===== config.mk =====
export PLATFORM = sky130hd
export DESIGN_NAME = row_min_max_window_filter
export DESIGN_NICKNAME = d
export VERILOG_FILES = /design/src/hw/rtl/rmm_pkg.sv /design/src/hw/rtl/rmm_ram.sv /design/src/hw/rtl/row_min_max_window_filter.sv
export SDC_FILE = /design/constraint.sdc
export NUM_CORES = 2
export LEC_CHECK = 0
export ABC_AREA = 1
export BUFFER_PORTS_ARGS = -buffer_cell sky130_fd_sc_hd__buf_2
export CAP_MARGIN = 30
export CORE_UTILIZATION = 63
export CTS_BUF_LIST = sky130_fd_sc_hd__clkbuf_4 sky130_fd_sc_hd__clkbuf_8 sky130_fd_sc_hd__clkbuf_16
export CTS_CLUSTER_SIZE = 8
export DETAILED_ROUTE_END_ITERATION = 8
export PLACE_DENSITY_LB_ADDON = 0.25
export SLEW_MARGIN = 30
export SYNTH_ARGS = -nofsm -noshare
export SYNTH_HDL_FRONTEND = slang
export SYNTH_HIERARCHICAL = 1
export SYNTH_SLANG_ARGS = --single-unit

===== constraint.sdc =====
create_clock -name i_clk -period 4.55 [get_ports i_clk]
set_input_delay 0.91 -clock i_clk [delete_from_list [all_inputs] [get_ports i_clk]]
set_output_delay 0.91 -clock i_clk [all_outputs]
set_load 0.01 [all_outputs]

===== src/hw/rtl/rmm_pkg.sv =====
// Shared types and constants for the row min/max window filter.
// Used by the top level and its checker; no dependencies.
`timescale 1ns / 1ps

package rmm_pkg;

    localparam int DATA_W     = 32;
    localparam int RADIUS_W   = 4;
    localparam int CFG_IDX_W  = 2;
    localparam int CFG_DATA_W = 32;

    typedef logic [CFG_IDX_W-1:0] t_cfg_idx;
    typedef logic signed [DATA_W-1:0] t_height;

    localparam t_cfg_idx REG_RADIUS         = 2'd0;
    localparam t_cfg_idx REG_OPERATION      = 2'd1;
    localparam t_cfg_idx REG_INVALID_MARKER = 2'd2;

    localparam logic OP_ERODE  = 1'b0;
    localparam logic OP_DILATE = 1'b1;

    localparam logic [RADIUS_W-1:0] RADIUS_RST = 4'd1;
    localparam t_height MARKER_RST   = 32'sh7FFF_FFFF;
    localparam t_height SENTINEL_MAX = 32'sh7FFF_FFFF;
    localparam t_height SENTINEL_MIN = 32'sh8000_0000;

endpackage


===== src/hw/rtl/rmm_ram.sv =====
// Generic single write port, single read port RAM with registered read data.
// No dependencies.
`timescale 1ns / 1ps

module rmm_ram #(
    parameter int WIDTH = 32,
    parameter int DEPTH = 31
) (
    input  logic                     i_clk,
    input  logic                     i_we,
    input  logic [$clog2(DEPTH)-1:0] i_waddr,
    input  logic [WIDTH-1:0]         i_wdata,
    input  logic                     i_re,
    input  logic [$clog2(DEPTH)-1:0] i_raddr,
    output logic [WIDTH-1:0]         o_rdata
);

    logic [WIDTH-1:0] r_mem [DEPTH];
    logic [WIDTH-1:0] r_rdata;

    always_ff @(posedge i_clk) begin
        if (i_we) begin
            r_mem[i_waddr] <= i_wdata;
        end
        if (i_re) begin
            r_rdata <= r_mem[i_raddr];
        end
    end

    assign o_rdata = r_rdata;

endmodule


===== src/hw/rtl/row_min_max_window_filter.sv =====
// Row min/max window filter: 1-D erosion or dilation over one raster row.
// Each accepted item is written to the store; a result then passes S_SETUP,
// S_SCAN over window entries 0..end (end <= 2*radius), one entry per cycle
// through the single RAM read port and comparator, S_WAIT and S_EMIT. A row
// end flushes up to radius+1 results in turn; one item is handled at a time.
// Reset (synchronous, active low) clears control and counts; config takes reset values.
`timescale 1ns / 1ps

module row_min_max_window_filter #(
    parameter int MAX_RADIUS = 15
) (
    input  logic                                i_clk,
    input  logic                                i_rst_n,
    input  logic                                i_cfg_we,
    input  rmm_pkg::t_cfg_idx                   i_cfg_idx,
    input  logic [rmm_pkg::CFG_DATA_W-1:0]      i_cfg_data,
    input  logic                                i_in_valid,
    output logic                                o_in_ready,
    input  logic signed [rmm_pkg::DATA_W-1:0]   i_in_height,
    input  logic                                i_in_row_end,
    output logic                                o_out_valid,
    input  logic                                i_out_ready,
    output logic signed [rmm_pkg::DATA_W-1:0]   o_filtered_height,
    output logic                                o_row_done
);

    localparam int DEPTH = 2 * MAX_RADIUS + 1;
    localparam int IW    = $clog2(DEPTH);
    localparam int CW    = $clog2(DEPTH + 1);

    typedef enum logic [2:0] {
        S_IDLE,
        S_SETUP,
        S_SCAN,
        S_WAIT,
        S_EMIT
    } t_state;

    t_state r_state;

    logic [rmm_pkg::RADIUS_W-1:0] r_radius;
    logic                         r_op;
    rmm_pkg::t_height             r_marker;

    logic [IW-1:0] r_wp;
    logic [CW-1:0] r_seen;
    logic [CW-1:0] r_emit;
    logic          r_flush;
    logic [IW-1:0] r_offset;
    logic [IW-1:0] r_end;
    logic [IW-1:0] r_idx;
    logic          r_rd_vld;
    logic [IW-1:0] r_rd_idx;

    rmm_pkg::t_height r_acc;
    logic             r_centre_bad;

    logic             r_out_vld;
    rmm_pkg::t_height r_out_h;
    logic             r_out_done;

    logic [IW-1:0]    eff_radius;
    logic             accept_in;
    logic             out_free;
    logic [IW-1:0]    n_wp;
    logic [CW-1:0]    n_seen;
    logic             prior_ge_r;
    logic [IW-1:0]    prior_min_r;
    logic [CW-1:0]    limit;
    logic [CW-1:0]    left;
    logic [IW-1:0]    n_end;
    logic [IW:0]      addr_wrap;
    logic [IW-1:0]    raddr;
    rmm_pkg::t_height rd_data;
    rmm_pkg::t_height sentinel;
    rmm_pkg::t_height result;
    logic             better;
    logic             last_result;

    assign eff_radius = (32'(r_radius) > 32'(MAX_RADIUS)) ? IW'(MAX_RADIUS) : IW'(r_radius);

    assign accept_in = (r_state == S_IDLE) && i_in_valid;
    assign out_free  = !r_out_vld || i_out_ready;

    assign n_wp   = (r_wp == IW'(DEPTH - 1)) ? '0 : r_wp + 1'b1;
    assign n_seen = (r_seen < CW'(DEPTH)) ? r_seen + 1'b1 : r_seen;

    assign prior_ge_r  = r_seen >= CW'(eff_radius);
    assign prior_min_r = prior_ge_r ? eff_radius : IW'(r_seen);

    // left clip = min(radius, emitted, samples held - 1 - offset)
    always_comb begin
        limit = r_seen - 1'b1 - CW'(r_offset);
        left  = CW'(eff_radius);
        if (r_emit < left) begin
            left = r_emit;
        end
        if (limit < left) begin
            left = limit;
        end
    end

    assign n_end = IW'(CW'(r_offset) + left);

    // entry of age r_idx in the circular store
    assign addr_wrap = (IW + 1)'(r_wp) + (IW + 1)'(DEPTH) - (IW + 1)'(r_idx);
    assign raddr     = (r_wp >= r_idx) ? (r_wp - r_idx) : IW'(addr_wrap);

    rmm_ram #(
        .WIDTH (rmm_pkg::DATA_W),
        .DEPTH (DEPTH)
    ) u_store (
        .i_clk   (i_clk),
        .i_we    (accept_in),
        .i_waddr (n_wp),
        .i_wdata (i_in_height),
        .i_re    (r_state == S_SCAN),
        .i_raddr (raddr),
        .o_rdata (rd_data)
    );

    assign sentinel = (r_op == rmm_pkg::OP_DILATE) ? rmm_pkg::SENTINEL_MIN
                                                   : rmm_pkg::SENTINEL_MAX;
    assign better   = (r_op == rmm_pkg::OP_DILATE) ? (rd_data > r_acc) : (rd_data < r_acc);

    assign result = (r_centre_bad || r_acc == sentinel) ? r_marker : r_acc;
    assign last_result = r_flush && (r_offset == '0);

    always_ff @(posedge i_clk) begin
        if (!i_rst_n) begin
            r_state   <= S_IDLE;
            r_radius  <= rmm_pkg::RADIUS_RST;
            r_op      <= rmm_pkg::OP_ERODE;
            r_marker  <= rmm_pkg::MARKER_RST;
            r_wp      <= '0;
            r_seen    <= '0;
            r_emit    <= '0;
            r_flush   <= 1'b0;
            r_rd_vld  <= 1'b0;
            r_out_vld <= 1'b0;
        end else begin
            if (i_cfg_we) begin
                unique case (i_cfg_idx)
                    rmm_pkg::REG_RADIUS: begin
                        r_radius <= i_cfg_data[rmm_pkg::RADIUS_W-1:0];
                    end
                    rmm_pkg::REG_OPERATION: begin
                        r_op <= i_cfg_data[0];
                    end
                    rmm_pkg::REG_INVALID_MARKER: begin
                        r_marker <= i_cfg_data;
                    end
                    default: begin
                    end
                endcase
            end

            if (r_state == S_EMIT && out_free) begin
                r_out_vld <= 1'b1;
            end else if (i_out_ready) begin
                r_out_vld <= 1'b0;
            end

            r_rd_vld <= (r_state == S_SCAN);

            unique case (r_state)
                S_IDLE: begin
                    if (i_in_valid) begin
                        r_wp    <= n_wp;
                        r_seen  <= n_seen;
                        r_flush <= i_in_row_end;
                        if (i_in_row_end || prior_ge_r) begin
                            r_state <= S_SETUP;
                        end
                    end
                end
                S_SETUP: begin
                    r_state <= S_SCAN;
                end
                S_SCAN: begin
                    if (r_idx == r_end) begin
                        r_state <= S_WAIT;
                    end
                end
                S_WAIT: begin
                    r_state <= S_EMIT;
                end
                S_EMIT: begin
                    if (out_free) begin
                        if (!r_flush || r_offset == '0) begin
                            r_state <= S_IDLE;
                        end else begin
                            r_state <= S_SETUP;
                        end
                        if (last_result) begin
                            r_seen <= '0;
                            r_emit <= '0;
                        end else if (r_emit < CW'(DEPTH)) begin
                            r_emit <= r_emit + 1'b1;
                        end
                    end
                end
                default: begin
                    r_state <= S_IDLE;
                end
            endcase
        end
    end

    always_ff @(posedge i_clk) begin
        if (accept_in) begin
            r_offset <= i_in_row_end ? prior_min_r : eff_radius;
        end else if (r_state == S_EMIT && out_free && r_flush && r_offset != '0) begin
            r_offset <= r_offset - 1'b1;
        end

        if (r_state == S_SETUP) begin
            r_end        <= n_end;
            r_idx        <= '0;
            r_acc        <= sentinel;
            r_centre_bad <= 1'b0;
        end else begin
            if (r_state == S_SCAN && r_idx != r_end) begin
                r_idx <= r_idx + 1'b1;
            end
            if (r_rd_vld) begin
                if (rd_data != r_marker && better) begin
                    r_acc <= rd_data;
                end
                if (r_rd_idx == r_offset) begin
                    r_centre_bad <= (rd_data == r_marker);
                end
            end
        end

        r_rd_idx <= r_idx;

        if (r_state == S_EMIT && out_free) begin
            r_out_h    <= result;
            r_out_done <= last_result;
        end
    end

    assign o_in_ready        = (r_state == S_IDLE);
    assign o_out_valid       = r_out_vld;
    assign o_filtered_height = r_out_h;
    assign o_row_done        = r_out_done;

endmodule


# Word level (Yosys, flattened, before mapping)
# Memory sizes are Yosys's and may differ from the RTL's. A register that Yosys moved wholly into a read port is not among the register bits.
# Cells that the tools add are included.
[word_totals]
memories = 1
mem_bits_rw = 992
word_cells = 120
reg_bits = 144
input_bits = 72
[mem_list]
columns = ["memory", "words", "width", "read_ports", "rd_clocked_by_memory_dff", "wr", "line", "text"]
rows = [
  ["u_store.r_mem", 31, 32, 1, 1, 1, "rmm_ram.sv:18", "logic [WIDTH-1:0] r_mem [DEPTH];"],
]
[op_classes]
addsub = 11
eq_ne = 19
mux = 31
n_lt_le_gt_ge = 8
reduce_logical = 32
[ops]
columns = ["operator", "count"]
rows = [
  ["$mux W32", 5],
  ["$mux W5", 14],
  ["$eq A32 B32 Y1", 2],
  ["$gt A32 B32 Y1", 1],
  ["$lt A32 B32 Y1", 1],
  ["$ne A32 B32 Y1", 1],
  ["$add A5 B1 Y5 const B", 4],
  ["$pmux W3 S5", 1],
  ["$sub A5 B5 Y5", 3],
  ["$mux W3", 4],
  ["$reduce_and A2 Y1", 6],
  ["$reduce_bool A2 Y1", 6],
  ["$eq A5 B5 Y1", 2],
  ["$lt A5 B5 Y1 const B", 2],
  ["$pmux W5 S2", 1],
  ["$sub A5 B1 Y5 const B", 2],
  ["$ne A2 B2 Y1 const B", 4],
  ["$logic_and A1 B1 Y1", 7],
  ["$eq A3 B2 Y1 const B", 2],
  ["$mux W1", 6],
  ["$add A5 B5 Y5", 1],
  ["$add A5 B5 Y5 const B", 1],
  ["$eq A5 B5 Y1 const B", 1],
  ["$ge A5 B4 Y1", 1],
  ["other kinds (18)", 23],
]

# Logic depth before layout (Yosys ltp)
[logic_depth]
word_depth = 7
depth_mapped = 22

# Cells and area by module
# Netlist, hierarchy kept.
[modules_own_cells]
columns = ["module", "cells_per_inst", "area_each_um2", "n_inst"]
rows = [
  ["rmm_ram", 3407, 40979.3, 1],
  ["row_min_max_window_filter", 988, 8333.0, 1],
]

# Worst setup path after synthesis
# Ideal clock, no wire load.
[synth_timing]
path_kind = "register -> register"
start = "register r_state[2]"
end = "register r_idx[4]"
slack_ps = 683
stages_incl_launch_ff = 7
t_arrival_ps = 3787
path_buffers = 0
required_ps = 4470
setup_time_ps = 80
cell_sequence = "dfxtp_1 > nor3_1 > nand2_1 > inv_1 > nand3_1 > o21ai_0 > nor3b_1"
[synth_between]
elab_chain_cells = 2
[synth_rtl]
columns = ["item", "line", "text"]
rows = [
  ["start: declaration", "row_min_max_window_filter.sv:39", "t_state r_state;"],
  ["start signal: assignment", "row_min_max_window_filter.sv:131", "r_state <= S_IDLE;"],
  ["start signal: assignment", "row_min_max_window_filter.sv:173", "r_state <= S_SETUP;"],
  ["start signal: assignment", "row_min_max_window_filter.sv:178", "r_state <= S_SCAN;"],
  ["$eq A3 B2 Y1", "row_min_max_window_filter.sv:223", "if (r_state == S_SCAN && r_idx != r_end) begin"],
  ["$logic_and A1 B1 Y1", "row_min_max_window_filter.sv:223", ""],
  ["end signal: assignment", "row_min_max_window_filter.sv:224", "r_idx <= r_idx + 1'b1;"],
  ["end: declaration", "row_min_max_window_filter.sv:51", "logic [IW-1:0] r_idx;"],
]
# Several ways; a longest one is shown, not always the timed one.
# A chain may end at the register's enable or synchronous reset.

# Worst setup path after layout
[layout_timing]
start = "register r_offset[0]"
end = "register r_end[4], data pin"
[layout_between]
elab_chain_cells = 4
[layout_rtl]
columns = ["item", "line", "text"]
rows = [
  ["start: declaration", "row_min_max_window_filter.sv:49", "logic [IW-1:0] r_offset;"],
  ["start signal: assignment", "row_min_max_window_filter.sv:212", "r_offset <= i_in_row_end ? prior_min_r : eff_radius;"],
  ["start signal: assignment", "row_min_max_window_filter.sv:214", "r_offset <= r_offset - 1'b1;"],
  ["$sub A5 B5 Y5", "row_min_max_window_filter.sv:93", "limit = r_seen - 1'b1 - CW'(r_offset);"],
  ["$lt A5 B5 Y1", "row_min_max_window_filter.sv:98", "if (limit < left) begin"],
  ["$mux W5", "row_min_max_window_filter.sv:98", ""],
  ["$add A5 B5 Y5 (*)", "row_min_max_window_filter.sv:103", "assign n_end = IW'(CW'(r_offset) + left);"],
  ["via n_end[4]", "row_min_max_window_filter.sv:71", "logic [IW-1:0] n_end;"],
  ["end signal: assignment", "row_min_max_window_filter.sv:218", "r_end <= n_end;"],
  ["end: declaration", "row_min_max_window_filter.sv:50", "logic [IW-1:0] r_end;"],
]
# The timed path passes the listed nets; every way through them passes the cells marked *.

==> results.md <==
Placement:
- The cell count after placement is 5400.
- At the placement stage, the worst setup path has a slack of 0.461 ns.
- The post-DP HPWL is 70200 µm.
- The port buffer count is 106.
- The area after detailed placement is 0.0515 mm².
- At the end of routability-driven placement, the weighted congestion stood at 0.907.

Floorplanning:
- The die boundary width is 282 µm.
- The total die area is 0.0794 mm².
- The area inside the core boundary is 0.0775 mm².
- The die extent in y is 282 µm.
- The starting density of the core is 63.7%.
- The initialized floorplan defines 102 standard-cell rows.
- The number of ports placed on the die boundary is 107.

Critical path:
- For the worst flop-to-flop path, the logic depth is 20.
- Grouping stages by cell kind, the critical path spends the most delay in adder cells.
- Data arrives at the worst endpoint at 4.56 ns.
- Along the worst path, the maximum fanout reaches 8.
- STA puts the critical path data required time at 5.01 ns.
- The startpoint of the most critical register-to-register path is r_offset[0]$_DFFE_PP_.
- The largest single stage delay on the critical path is 0.45 ns.
- For this design, the slowest cell found on the critical path is edfxtp_1.
- The buffer and inverter count on the worst path is 3.
- The minimum setup slack among reg-to-reg paths is 0.45 ns.
- The startpoint type of the worst setup path is a flop.
- Traced cell by cell, the critical path runs through inv_1 > ha_1 > inv_1 > fa_1 > o21ai_0 > xnor2_1 > inv_1 > ha_1 > nand2_1 > nor2_1 > a211oi_1 > nand2_1 > nor2_1 > a21oi_1 > ha_1 > fa_1 > nand3_1 > nand2_1 > xnor2_1 > xor2_1.
- The endpoint type of the worst setup path is a flop.
- The reg-to-reg endpoint is r_end[4]$_DFFE_PN_.
- The worst setup path is of the flop to flop kind.

Timing:
- Measured against its own limit, the worst slew margin works out to 35.2%.
- The number of max-slew violations in the final report is 0.
- Subtracting the final worst setup slack from the clock period gives 4.10 ns.
- The achievable frequency is 244 MHz.
- Setup violations remaining at the end of the flow were counted as 0.
- Setup slack closes at 0.452 ns.
- Across the routed clock network, the largest skew measured is 0.0306 ns.
- Dividing the final minimum period by the clock period gives 90.1%.
- For the pin with the worst max-slew slack, the measured transition is 0.970 ns.
- The final-report hold violation count came to 0.
- Setup repair after global routing left no endpoint under its margin.
- In the final timing run, aggregate negative setup slack is 0 ns.

Hold path:
- The worst hold path passes through 3 cells.
- In this run the most critical hold path is launched from i_cfg_data[28].
- The kind of path behind the tightest hold check is input port to flop.
- For hold timing, the worst endpoint is r_marker[28]$_SDFFE_PN1P_.

Clock network:
- The total CTS buffers is 163.
- Clock-pin slew was measured on the worst setup and hold paths at 0.05 ns.
- The root cell of the clock tree is clkbuf_16.
- The clock tree buffer depth is 3.
- The H-tree generated during clock tree synthesis spans 4 levels.
- TritonCTS built the clock tree.
- For the worst-skew pair, the clock arrives at the later sink with an insertion delay of 0.75 ns.
- The number of hold buffers added after cts is 0.
- The count of clock tree sinks is 1168.

Drt:
- The detailed router placed 34.3k vias in this run.
- The routed design has 127000 µm of wire.
- Dividing the detail-routed via count by the number of cells gives 6.11.
- In this run, the number of DRC markers left after iteration 0 of detailed routing was 4147.
- After detailed routing, the number of remaining DRC violations is 0.
- The first detailed-routing pass took 6 iterations.
- The post-detailed-route count of antenna-violating nets is 0.
- The mean routed wirelength per cell is 22.7 µm.

GRT:
- The first-pass GRT wire length is 191000 µm.
- Global routing finished with a remaining overflow of 0.
- The initial antenna violation count was 7.
- In the global route stage, overall resource usage came out at 32.4%.
- The via count of the first global-routing pass is 33.0k.
- Entering global routing, the biggest net connects 161 pins.

Logic synthesis:
- Synthesis produced 4395 cells.
- The count of state elements after synthesis is 1168.
- A synthesized cell averages 11.2 µm².
- When the netlist entered floorplanning its net count stood at 4534.
- The post-synth design cell area is 0.0493 mm².
- Sequential cells were found to cover 69.7% of the synthesized design area.
- The Yosys step of the flow raised 6 warnings.
- The number of distinct library cell variants in the gate-level netlist after synthesis is 41.

Status:
- The run finished with clean final reports.

Final layout:
- The area growth from synthesis to layout is 13.9%.
- For this run, the post-layout net count is 4665.
- After routing the design area is 0.0561 mm².
- Cells with a size suffix above 1 make up 10.9% of the layout.
- The finished layout holds 5620 standard cells, fillers aside.

Job:
- Across the run, the number of max-cap violations was 0.
[worst min-delay path: cells and delay by family]
family                 cells  cell delay, ns
and+or+nand+nor            2            0.10
buffers and inverters      1            0.07
[repair_timing]
item                                   4_1_cts  5_1_grt
setup buffers                                0        0
gates resized for setup                      0        1
endpoints found under the hold margin        0        0
setup endpoints to repair                    0        1
[stage by stage]
| step | util (%) | hold WS, ns |
|---|---|---|
| floorplan | - | 0.362 |
| global placement | 66.5 | 0.375 |
| detailed placement | 66.5 | 0.372 |
| CTS | 72.4 | 0.341 |
| global route | 72.5 | 0.377 |
| finish | 72.5 | 0.378 |
[layer usage]
metal | up-vias | GRT usage (%) | wire length, µm
met2 | 2154 | 52.8 | 60700
met4 | 0 | 15.8 | 5690
met3 | 393 | 5.88 | 13100
met5 | - | 0 | 0
li1 | 15500 | - | -
met1 | 16300 | 42.4 | 47900
[registers in the layout (all words and copies together), names as in the netlist]
name / count
o_row_done: 1
r_seen: 5
o_out_valid: 1
r_acc: 32
r_end: 5
o_filtered_height: 32
u_store/r_mem: 992
r_centre_bad: 1
r_offset: 5
r_rd_vld: 1
r_radius: 4
u_store/o_rdata: 32
r_idx: 5
r_op: 1
r_marker: 32
r_rd_idx: 5
r_state: 3
r_wp: 5
r_flush: 1
r_emit: 5
[area by class of cell]
cell class | instances | area (µm²)
flip-flops and latches | 1168 | 34400
diodes | 5 | 12.5
inverters | 126 | 495
well taps | 1040 | 1300
multi-input cells | 2862 | 13500
repair buffers | 205 | 1830
clock buffers | 202 | 4410
clock inverters | 12 | 231
fillers | 5027 | 21300
[cell families (layout without fill, tap and decap cells)]
group           count (synthesis)  count (layout)  share of synthesized area (%)
xor+xnor                       54              54                          0.959
flops                        1168            1168                           69.7
fa+ha+maj                      67              67                           1.76
other cells                     1               6                        0.00760
buf+inv                       365             545                           3.53
simple gates                 2593            2593                           22.2
compound gates                147             147                           1.84
[Yosys cell counts (all sizes together)]
| master | instances | area [µm²] |
|---|---|---|
| o21bai | 1 | 18.8 |
| clkinv | 1 | 3.75 |
| nor2 | 163 | 617 |
| a211oi | 8 | 60.1 |
| o211ai | 5 | 37.5 |
| nand2 | 1540 | 5780 |
| or3 | 1 | 6.26 |
| nand4 | 20 | 125 |
| dfxtp | 69 | 1380 |
| nand3b | 1 | 7.51 |
| a21o | 2 | 15.0 |
| nor3b | 4 | 30.0 |
| nor4 | 8 | 68.8 |
| a21boi | 2 | 15.0 |
| clkbuf | 48 | 180 |
| nand3 | 834 | 4170 |
| conb | 1 | 3.75 |
| o22ai | 3 | 18.8 |
| ha | 63 | 788 |
| a21oi | 47 | 235 |
| edfxtp | 1099 | 33000 |
| or2 | 1 | 6.26 |
| fa | 4 | 80.1 |
| o21ai | 73 | 463 |
| xnor2 | 15 | 131 |
| nor3 | 21 | 120 |
| o21a | 4 | 30.0 |
| xor2 | 39 | 342 |
| a31oi | 2 | 12.5 |
| inv | 125 | 472 |
| buf | 191 | 1090 |
[worst max-delay path by stage]
stage	slack (ns)	endpoint	startpoint	depth (start not counted)
after floorplan	0.68	r_idx[4]$_SDFFE_PN0P_	r_state[2]$_SDFFE_PN0P_	6
after global placement	0.58	r_end[4]$_DFFE_PN_	r_radius[2]$_SDFFE_PN0P_	20
after detailed placement	0.46	r_end[4]$_DFFE_PN_	r_radius[2]$_SDFFE_PN0P_	20
after CTS	0.44	r_end[4]$_DFFE_PN_	r_radius[2]$_SDFFE_PN0P_	20
after global routing	0.07	r_end[4]$_DFFE_PN_	r_radius[2]$_SDFFE_PN0P_	20
final	0.45	r_end[4]$_DFFE_PN_	r_offset[0]$_DFFE_PP_	20
[layout by cell type (no fill, tap or decap), types with 3 or more instances in the layout]
cell	instances
nor4_1	5
nor3_1	17
edfxtp_1	1099
o21ai_1	7
nor4_2	3
o21ai_0	39
nor2_4	32
nand2_1	1539
clkinv_16	4
buf_12	44
nor2_1	130
o21ai_2	26
dfxtp_1	69
nand4_1	20
nor3b_1	4
clkbuf_4	37
xnor2_1	14
inv_16	3
a211oi_1	8
diode_2	5
buf_2	106
inv_2	3
inv_6	5
ha_1	63
xor2_1	38
nand3_1	834
nor3_2	3
o211ai_1	5
o22ai_1	3
buf_4	54
inv_1	118
clkbuf_16	165
a21oi_1	47
fa_1	4
o21a_1	4
Power is left out: the tool's default activity adds up to more than one toggle a clock period on the data nets, which glitch-free logic cannot reach.
